===== config.mk =====
export PLATFORM = sky130hd
export DESIGN_NAME = m3i_merge
export DESIGN_NICKNAME = d
export VERILOG_FILES = /design/src/m3i_pkg.sv /design/src/m3i_merge.sv
export SDC_FILE = /design/constraint.sdc
export NUM_CORES = 1
export LEC_CHECK = 0
export ABC_AREA = 0
export BUFFER_PORTS_ARGS = -buffer_cell sky130_fd_sc_hd__buf_2
export CAP_MARGIN = 20
export CORE_MARGIN = 2
export CORE_UTILIZATION = 35
export DETAILED_ROUTE_END_ITERATION = 8
export PLACE_DENSITY = 0.54
export SLEW_MARGIN = 10
export SYNTH_ARGS = -nofsm -noshare
export SYNTH_HDL_FRONTEND = slang
export SYNTH_SLANG_ARGS = --single-unit
export TNS_END_PERCENT = 5

===== constraint.sdc =====
create_clock -name clk_i -period 1.4 [get_ports clk_i]
set_input_delay 0.07 -clock clk_i [delete_from_list [all_inputs] [get_ports clk_i]]
set_output_delay 0.07 -clock clk_i [all_outputs]
set_load 0.01 [all_outputs]

===== src/m3i_pkg.sv =====
// Package for the 3x3 matrix inverse: widths, fraction sizes and the cofactor operand table.
package m3i_pkg;

  localparam int IN_WIDTH_DEF  = 16;
  localparam int OUT_WIDTH_DEF = 32;
  localparam int IN_FRAC       = 8;
  localparam int OUT_FRAC      = 16;
  localparam int NUM_SHIFT     = IN_FRAC + OUT_FRAC;
  localparam int N_ELEM        = 9;

  // Element indexes in row-major order
  localparam int EA = 0;
  localparam int EB = 1;
  localparam int EC = 2;
  localparam int ED = 3;
  localparam int EE = 4;
  localparam int EF = 5;
  localparam int EG = 6;
  localparam int EH = 7;
  localparam int EI = 8;

  // Cofactor k = x[POS_A[k]]*x[POS_B[k]] - x[NEG_A[k]]*x[NEG_B[k]]
  localparam int POS_A [N_ELEM] = '{EE, EC, EB, EF, EA, EC, ED, EB, EA};
  localparam int POS_B [N_ELEM] = '{EI, EH, EF, EG, EI, ED, EH, EG, EE};
  localparam int NEG_A [N_ELEM] = '{EF, EB, EC, ED, EC, EA, EE, EA, EB};
  localparam int NEG_B [N_ELEM] = '{EH, EI, EE, EI, EG, EF, EG, EH, ED};

  // Per-lane status handed from the dividers to the merge stage
  typedef struct packed {
    logic ovf;
    logic neg;
  } lane_flags_t;

endpackage


===== src/m3i_merge.sv =====
// Merge stage: saturates and signs each lane quotient, zeroes singular results, folds the clip flags, holds the result.
module m3i_merge #(
  parameter int OUT_WIDTH = m3i_pkg::OUT_WIDTH_DEF
) (
  input  logic                        clk_i,
  input  logic                        rst_ni,
  input  logic                        en_i,
  input  logic                        vld_i,
  input  logic                        sing_i,
  input  logic        [OUT_WIDTH-1:0] quo_i   [m3i_pkg::N_ELEM],
  input  m3i_pkg::lane_flags_t        flags_i [m3i_pkg::N_ELEM],
  output logic                        vld_o,
  output logic signed [OUT_WIDTH-1:0] res_o   [m3i_pkg::N_ELEM],
  output logic                        sing_o,
  output logic                        clip_o
);
  localparam int N = m3i_pkg::N_ELEM;

  logic signed [OUT_WIDTH-1:0] res_d [N];
  logic signed [OUT_WIDTH-1:0] res_q [N];
  logic        [N-1:0]         sat;
  logic                        vld_q;
  logic                        sing_q;
  logic                        clip_q;

  // Per-lane limit, saturation and sign
  always_comb begin
    for (int k = 0; k < N; k++) begin
      logic [OUT_WIDTH-1:0] lim;
      logic [OUT_WIDTH-1:0] mag;
      lim    = flags_i[k].neg ? {1'b1, {(OUT_WIDTH - 1){1'b0}}}
                              : {1'b0, {(OUT_WIDTH - 1){1'b1}}};
      sat[k] = flags_i[k].ovf || (quo_i[k] > lim);
      mag    = sat[k] ? lim : quo_i[k];
      if (sing_i) begin
        res_d[k] = '0;
      end else begin
        res_d[k] = flags_i[k].neg ? $signed(-mag) : $signed(mag);
      end
    end
  end

  // Output register
  always_ff @(posedge clk_i or negedge rst_ni) begin
    if (!rst_ni) begin
      vld_q <= 1'b0;
    end else if (en_i) begin
      vld_q <= vld_i;
    end
  end

  always_ff @(posedge clk_i) begin
    if (en_i) begin
      res_q  <= res_d;
      sing_q <= sing_i;
      clip_q <= !sing_i && (|sat);
    end
  end

  assign vld_o  = vld_q;
  assign res_o  = res_q;
  assign sing_o = sing_q;
  assign clip_o = clip_q;

endmodule


# Word-level counts from Yosys, hierarchy flattened
# Cells that the tools add are included.
# totals
reg_bits	291
latch_bits	0
mem_bits_rw	0
rom_bits	0
inputBits	311
output_inout_bits	291
elab_cells	69
memories	0
# op_classes
n_addsub	9
mul	0
div	0
magnitude_cmp	9
eq_ne	0
n_shift	0
muxes	27
n_bitwise	0
n_reduce_logical	12
# ops
operator	count
two-way mux 32 bit	27
> comparator 32 bit	9
negation 32 bit	9
logical OR 1 bit	9
OR reduction 9 bit	1
logical AND 1 bit	1
zero test 1 bit	1

# Logic depth before layout (Yosys ltp)
# Gate-level depths: netlist (run 1).
# depth
word_depth	6
depth_mapped	22
ltp_nobuf	17

# Worst setup path before layout (run 1)
# OpenSTA, ideal clock, no wires.
# synth_path
kind	in2reg
from	in flags_i[8] (netlist name)
to	reg res_q (netlist bit res_o[146]) (data pin)
setup_ns	0.180
arrival_ns	4.486
required_ns	1.220
slack_ns	-3.266
cell_stages	22
n_path_buf	6
path_cell_list	clkbuf_1 -> clkinv_1 -> clkbuf_1 -> ha_1 -> nand4_1 -> nor4_1 -> a2111oi_0 -> a21oi_1 -> or3_1 -> clkbuf_1 -> buf_2 -> buf_1 -> o21ai_0 -> ha_1 -> nand3b_1 -> or3_1 -> clkbuf_1 -> inv_1 -> nand2_1 -> o311ai_0 -> o21ai_0 -> a221oi_1
# synth_between
elab_chain_cells	6
# synth_lines
item	line	rtl
from (decl)	m3i_merge.sv:11	input m3i_pkg::lane_flags_t flags_i [m3i_pkg::N_ELEM],
two-way mux 32 bit	m3i_merge.sv:31	lim = flags_i[k].neg ? {1'b1, {(OUT_WIDTH - 1){1'b0}}}
> comparator 32 bit	m3i_merge.sv:33	sat[k] = flags_i[k].ovf || (quo_i[k] > lim);
logical OR 1 bit	m3i_merge.sv:33	
two-way mux 32 bit	m3i_merge.sv:34	mag = sat[k] ? lim : quo_i[k];
negation 32 bit	m3i_merge.sv:38	res_d[k] = flags_i[k].neg ? $signed(-mag) : $signed(mag);
two-way mux 32 bit (*)	m3i_merge.sv:38	
to (signal assigned)	m3i_merge.sv:54	res_q <= res_d;
to (decl)	m3i_merge.sv:20	logic signed [OUT_WIDTH-1:0] res_q [N];
# Every way passes the cells marked *; elsewhere a longest branch is shown, timed or not.
# A chain may end at the register's enable or synchronous reset.

# Final worst setup path (run 1)
# layout_path
from	in flags_i[16] (netlist name)
to	reg res_q (netlist bit res_o[284]) (data pin)
# The elaborated chain is that of the path after synthesis.

==> results.cfg, run 1 <==
[worst_setup_path]
rrSetupSlack_ps = 650
worstSetupPathType = input pin to register
critPathMaxFanout = 6
critPathCaptureType = register
critPathArrivalTime_ps = 3840
crit_chain = buf_12 -> buf_12 -> buf_8 -> ha_4 -> nand4_1 -> nor4_4 -> nand2b_4 -> a31oi_4 -> a211o_1 -> buf_6 -> o21ai_4 -> ha_4 -> nand3_2 -> or4_4 -> or2_4 -> or3_4 -> nand3_2 -> nand2_2 -> a221oi_2
launch_instance_of_the_worst_register_to_register_path = vld_o
worst_r2r_endpoint = vld_o
worstSetupStartpointType = input pin
slowest_delay_ps = 440
cp_slowest_cell = sky130_fd_sc_hd__or4_4
worst-r2r-cell-count = 1
cp.required_ps = 1790

[detailed_routing]
drcViolationCount = 0
detailroute.wirelength.met2_um = 51100
dr_wl_met3_um = 6270
routed_via_density = 5.50
route.antenna.remaining_nets = 0
routed-via-count = 30500
totalWireLength_um = 108000
routedWlPerCell_um = 19.5
m1WireLength_um = 47400
dr.pass1.iters = 7
detailedRoute.firstIterationViolations = 2020
highest_layer = met5

[min_path]
hold_path.startpoint = quo_i[247]
hold_path.class = input pin to register
worstHoldPathCells = 4
hold_ep = res_o[247]

[timing]
setup_tns_ps = -325920
achievable-frequency_mhz = 290
worst-slew-pin-transition_ps = 492
drv_slew = 0
finalSetupViolCount = 289
final_min_period_over_clock_period_pct = 246
finalWorstPathRequiredPeriod_ps = 3450
grt_setup_unrepaired = yes
timing.slew.headroom_pct = 66.3
fin_ws_ps = -2050
fin_worst_skew_ps = 0
finalHoldViolations = 0

[finish]
area_growth_syn_to_layout_pct = 54.6
fin_cells = 5546
layout-drive-gt1-share_pct = 42.9
stdcell_area_um2 = 41300
final_layout_net_count = 5131

[place]
dp_hpwl_um = 82200
numPlacedInstances = 5376
placed_cell_area_um2 = 37000
port_buffers = 601
gpl.final_weighted_congestion = 0.908

[global_routing]
grt_start_max_net_pins = 70
remaining_overflow_grt = 0
grt_use_total_pct = 26.0
first_global_vias = 28900
grt_pass1_wl_um = 162000
antenna_violations_before_repair = 20

[yosys]
synth_area_um2 = 26700
synth_edf_count = 290
synth.ff_latch_count = 291
synth.yosys.warnings = 0
yosys_most_used_dff = sky130_fd_sc_hd__edfxtp_1
synthesized_area_per_cell_um2 = 8.50
postSynthCellCount = 3144
netlist-cell-type-count = 97
ys_async_sr_fraction_pct = 0.344
mappedNetlistNets = 3752
synth.yosys.seq_area_share_pct = 32.7

[cts]
maximum_buffer_depth_of_the_clock_tree = 3
numCtsBuffers = 40
clock_tree_from_tritoncts = yes
h-tree-depth = 2
clkLatencyLatePin_ps = 560
ctsRootBufferMaster = sky130_fd_sc_hd__clkbuf_16
cts.clk_slew.worst_paths_ps = 60
clock_sinks = 291

[pwr]
total_switching_power_uw = 10700
post-layout-total-power_uw = 31800
netSwitchingFraction_pct = 33.5
internal-power_uw = 21200
vdd_drop_max_uv = 756
power.clock.fraction_pct = 31.4
share_comb_of_total_power_pct = 34.3
sequentialPowerShare_pct = 34.3
leakagePower_uw = 0.0174
power_density_nw_per_um2 = 770

[run_status]
violations = negative setup slack
outcome = finished with violations

[floorplanning]
initial_core_util_pct = 35.2
die_w_um = 280
io_pins = 602
floorplan.die.height_um = 280
placement_rows = 101
fp.coreArea_um2 = 75800
dieArea_um2 = 78600

[run]
drv.max_cap_violation_count = 0
## critical path: cells and delay by family
kind	cells	cell delay [ps]
AND/OR/NAND/NOR	9	2010
AO/OA/AOI/OAI	4	780
buffers and inverters	4	560
adder cells (fa/ha/maj)	2	420
## per-layer routing
metal  vias to the layer above  track usage (%)
li1                      15000                -
met1                     14500             34.0
met2                       816             43.4
met3                       188             4.88
met4                        12             7.73
met5                         -                0
## cells in the mapped netlist (10+ instances only)
master                     instances  area share (%)
sky130_fd_sc_hd__o21ai_1          23            0.43
sky130_fd_sc_hd__a221oi_1         63             2.1
sky130_fd_sc_hd__or3_1            48             1.1
sky130_fd_sc_hd__nor4_1           51             1.2
sky130_fd_sc_hd__nor2b_1          15            0.35
sky130_fd_sc_hd__nand2_1         322             4.5
sky130_fd_sc_hd__buf_2            17            0.32
sky130_fd_sc_hd__o21a_1           13            0.37
sky130_fd_sc_hd__nand3b_1         11            0.31
sky130_fd_sc_hd__o31ai_1          17            0.48
sky130_fd_sc_hd__buf_1            10            0.14
sky130_fd_sc_hd__and3_1           19            0.44
sky130_fd_sc_hd__a31oi_1          16            0.37
sky130_fd_sc_hd__mux2_2           52             2.2
sky130_fd_sc_hd__or4_1            27            0.76
sky130_fd_sc_hd__o311ai_0         18            0.59
sky130_fd_sc_hd__inv_1            65            0.91
sky130_fd_sc_hd__ha_1            297              14
sky130_fd_sc_hd__nor3_1          130             2.4
sky130_fd_sc_hd__mux2i_1          39             1.5
sky130_fd_sc_hd__nand4_1          83             1.9
sky130_fd_sc_hd__edfxtp_1        290              33
sky130_fd_sc_hd__a211oi_1         60             1.7
sky130_fd_sc_hd__o211ai_1         24            0.67
sky130_fd_sc_hd__nor2_1          339             4.8
sky130_fd_sc_hd__a21o_1           21            0.59
sky130_fd_sc_hd__xnor2_1          12            0.39
sky130_fd_sc_hd__clkbuf_1        147             2.1
sky130_fd_sc_hd__nand2b_1         20            0.47
sky130_fd_sc_hd__o22a_1           42             1.4
sky130_fd_sc_hd__a21oi_1         332             6.2
sky130_fd_sc_hd__nand3_1          92             1.7
sky130_fd_sc_hd__o21ai_0         229             4.3
## cells by family after synthesis
kind of cell / count (synthesis) / share of synthesized area [%]
simple gates: 1232 / 22.6
compound gates: 965 / 22.8
fa+ha+maj: 297 / 13.9
flops: 291 / 32.7
buf+inv: 243 / 3.51
mux: 95 / 3.82
xor+xnor: 21 / 0.688
## power groups by stage
stage,clock network (uW),logic (uW),registers (uW)
final,9990,10900,10900
after global routing,10500,11900,11000
after CTS,10200,10400,10900
after detailed placement,0,9690,11100
after global placement,0,9600,11100
after floorplan,0,3960,11400
## cell type report
cell class                      instances  area, um^2
Inverter                               68         279
Clock inverter                         27         208
Tap cell                              978        1220
Sequential cell                       291        8730
Clock buffer                           46        1040
Antenna cell                           14        35.0
Multi-Input combinational cell       2610       19100
Timing Repair Buffer                 1512       10700
Fill cell                            7014       34500
## worst max-delay path by stage
stage / depth (start not counted) / endpoint / from
floorplan: 20 / res_o[62] / flags_i[2]
global placement: 16 / res_o[142] / flags_i[8]
detailed placement: 16 / res_o[140] / flags_i[8]
CTS: 19 / res_o[284] / flags_i[16]
global route: 19 / res_o[268] / flags_i[16]
finish: 19 / res_o[284] / flags_i[16]
## flip-flops by register name (all words and copies together), names as in the netlist
register,flops
clip_o,1
res_o,288
sing_o,1
vld_o,1
## placed cells by master, fill, tap and decap left out, drive strengths merged, types with 39 or more instances in the layout
| cell | n |
|---|---|
| nand4 | 84 |
| a221oi | 65 |
| a21oi | 332 |
| nor2 | 342 |
| nor4 | 63 |
| a211oi | 61 |
| o22a | 42 |
| mux2 | 56 |
| edfxtp | 290 |
| nand3 | 92 |
| ha | 297 |
| buf | 1491 |
| nand2 | 323 |
| o21ai | 253 |
| inv | 72 |
| or3 | 49 |
| nor3 | 133 |
| clkbuf | 51 |
| mux2i | 39 |
## per-stage QoR
| stage | setup slack, ps | utilization, % | hold slack [ps] |
|---|---|---|---|
| after floorplan | -2620 | - | -226 |
| after global placement | -2690 | 48.8 | -155 |
| after detailed placement | -2750 | 48.8 | -155 |
| after CTS | -1790 | 52.9 | 0.0929 |
| after global routing | -2140 | 54.5 | 34.5 |
| final | -2050 | 54.5 | 26.7 |
## timing repair
action                                  in CTS  in global routing
buffers inserted                            47                 12
cloned                                       5                  5
endpoints found under the hold margin       69                  0
hold buffers                                16                  0
pin swaps                                  108                 76
gates resized for setup                    250                205
endpoints found under the setup margin     289                289
(Power assumes the default switching activity.)
==> run 2, diff against run 1 <==
--- a/config.mk
+++ b/config.mk
@@ -6,12 +6,13 @@
 export NUM_CORES = 1
 export LEC_CHECK = 0
 export ABC_AREA = 0
-export BUFFER_PORTS_ARGS = -buffer_cell sky130_fd_sc_hd__buf_2
+export BUFFER_PORTS_ARGS = -buffer_cell sky130_fd_sc_hd__buf_4
 export CAP_MARGIN = 20
 export CORE_MARGIN = 2
 export CORE_UTILIZATION = 35
 export DETAILED_ROUTE_END_ITERATION = 8
 export PLACE_DENSITY = 0.54
+export SETUP_SLACK_MARGIN = 0.02
 export SLEW_MARGIN = 10
 export SYNTH_ARGS = -nofsm -noshare
 export SYNTH_HDL_FRONTEND = slang
==> results.cfg, run 2 (synthesized netlist as in run 1, its figures left out) <==
[run_status]
outcome = finished with violations
violations = negative setup slack

[timing]
achievable-frequency_mhz = 321
finalSetupViolCount = 290
finalWorstPathRequiredPeriod_ps = 3110
drv_slew = 0
setup_tns_ps = -284550
fin_ws_ps = -1710
timing.slew.headroom_pct = 58.4
grt_setup_unrepaired = yes
fin_worst_skew_ps = 0
finalHoldViolations = 0
worst-slew-pin-transition_ps = 623
final_min_period_over_clock_period_pct = 222

[cts]
numCtsBuffers = 41
clkLatencyLatePin_ps = 560
clock_sinks = 291
cts.clk_slew.worst_paths_ps = 60
clock_tree_from_tritoncts = yes
h-tree-depth = 2
ctsRootBufferMaster = sky130_fd_sc_hd__clkbuf_16
maximum_buffer_depth_of_the_clock_tree = 3

[floorplanning]
fp.coreArea_um2 = 75800
die_w_um = 280
io_pins = 602
floorplan.die.height_um = 280
initial_core_util_pct = 35.2
dieArea_um2 = 78600
placement_rows = 101

[worst_setup_path]
critPathMaxFanout = 5
worstSetupStartpointType = input pin
worst_r2r_endpoint = vld_o
rrSetupSlack_ps = 80
worst-r2r-cell-count = 2
cp.required_ps = 1800
critPathArrivalTime_ps = 3520
launch_instance_of_the_worst_register_to_register_path = vld_o
critPathCaptureType = register
worstSetupPathType = input pin to register

[finish]
area_growth_syn_to_layout_pct = 62.8
seqCellArea_um2 = 8730
finalCoreUtilization_pct = 57.4
most-common-layout-cells = sky130_fd_sc_hd__buf_4, sky130_fd_sc_hd__nor2_1, sky130_fd_sc_hd__nand2_1
number_of_inserted_filler_cells_in_the_final_layout = 6877
final_layout_net_count = 5110
flip_flop_count_of_the_largest_register_all_copies_and_words_added = 288
layout_commonest_cell = sky130_fd_sc_hd__buf_4
multiInputGateArea_um2 = 19700
layout-drive-gt1-share_pct = 44.2

[place]
gpl.final_weighted_congestion = 0.907
dpl_worst_slack_ps = -2800
dp_hpwl_um = 82800
port_buffers = 601

[detailed_routing]
route.antenna.remaining_nets = 0
dr.pass1.iters = 7
routed-via-count = 30700
detailedRoute.firstIterationViolations = 2214
routedWlPerCell_um = 20.0
highest_layer = met5
dr_wl_met3_um = 7390
detailroute.wirelength.met2_um = 51900
drcViolationCount = 0
m1WireLength_um = 47200
totalWireLength_um = 110000
routed_via_density = 5.55

[global_routing]
antenna_violations_before_repair = 15
first_global_vias = 28900
remaining_overflow_grt = 0
grt_pass1_wl_um = 162000
grt_use_total_pct = 26.1
grt_start_max_net_pins = 52

[pwr]
internal-power_uw = 22500
vdd_drop_max_uv = 1030
total_switching_power_uw = 10900
sequentialPowerShare_pct = 32.9
netSwitchingFraction_pct = 32.6
power_density_nw_per_um2 = 768
share_comb_of_total_power_pct = 35.5
leakagePower_uw = 0.0181
power.clock.fraction_pct = 31.6

[min_path]
worstHoldPathCells = 4
hold_path.startpoint = quo_i[84]
hold_ep = res_o[84]
hold_path.class = input pin to register

[run]
drv.max_cap_violation_count = 0
[run 2: cell count changes in the layout (fill, tap and decap cells not counted), sizes merged]
| cell | change |
|---|---|
| buf | -31 |
| clkinvlp | +2 |
| clkbuf | +1 |
| inv | -3 |
| bufinv | +2 |
| dlygate4sd3 | +9 |
| diode | -1 |
[run 2: per-layer routing]
metal / GRT usage, % / vias to the layer above
met4: 9.61 / 4
met3: 5.11 / 192
met2: 42.9 / 922
met5: 0 / -
met1: 33.9 / 14600
li1: - / 14900
[run 2: how the worst max path moves through the flow]
stage	start	end	slack [ps]	cells past startpoint
2_1_floorplan	flags_i[2]	res_o[62]	-2620	20
3_3_place_gp	flags_i[8]	res_o[148]	-2690	16
3_5_place_dp	flags_i[8]	res_o[148]	-2800	16
4_1_cts	flags_i[16]	res_o[284]	-1680	19
5_1_grt	flags_i[16]	res_o[284]	-1880	17
6_report	flags_i[16]	res_o[284]	-1710	17
[run 2: power groups by stage]
stage | clock (uW) | sequential [uW] | combinational, uW
global route | 11100 | 11000 | 12900
global placement | 0 | 11200 | 10200
floorplan | 0 | 11400 | 3960
finish | 10600 | 11000 | 11900
CTS | 10800 | 11000 | 11000
detailed placement | 0 | 11100 | 10300
[run 2: metrics by stage]
stage / std cells / total power (uW) / hold WS [ps] / instance area (um^2)
floorplan: 3144 / 15400 / -226 / 27000
global placement: 5349 / 21400 / -154 / 38300
detailed placement: 5349 / 21400 / -154 / 38300
CTS: 5471 / 32700 / 2.60 / 41300
global route: 5523 / 35000 / 12.3 / 43500
finish: 5525 / 33400 / 11.8 / 43500
[run 2: final cells by class]
type	count	share of cell area (%)
clock inverter	28	0.549
timing repair buffer	1490	28.1
tap	978	2.81
antenna	13	0.0748
sequential	291	20.1
inverter	68	0.664
multi-input combinational	2610	45.2
clock buffer	47	2.51
[run 2: worst max-delay path, stage by stage]
cell and delay [ps]:
sky130_fd_sc_hd__buf_16 130, sky130_fd_sc_hd__buf_12 140, sky130_fd_sc_hd__ha_4 270, sky130_fd_sc_hd__nand4_1 150
sky130_fd_sc_hd__nor4_4 290, sky130_fd_sc_hd__buf_4 180, sky130_fd_sc_hd__nand2_2 70, sky130_fd_sc_hd__a211o_4 380
sky130_fd_sc_hd__o21ai_4 130, sky130_fd_sc_hd__ha_2 200, sky130_fd_sc_hd__nand3_2 70, sky130_fd_sc_hd__or4_4 440
sky130_fd_sc_hd__or2_4 250, sky130_fd_sc_hd__or3_4 380, sky130_fd_sc_hd__nand3_2 70, sky130_fd_sc_hd__nand2_2 50
sky130_fd_sc_hd__a221oi_2 230
[run 2: timing repair]
action | CTS | global route
endpoints found under the hold margin | 39 | 0
hold buffers | 25 | 0
resized for setup | 253 | 358
endpoints found under the setup margin | 289 | 290
pin swaps | 88 | 153
cloned | 4 | 5
buffers inserted | 20 | 38
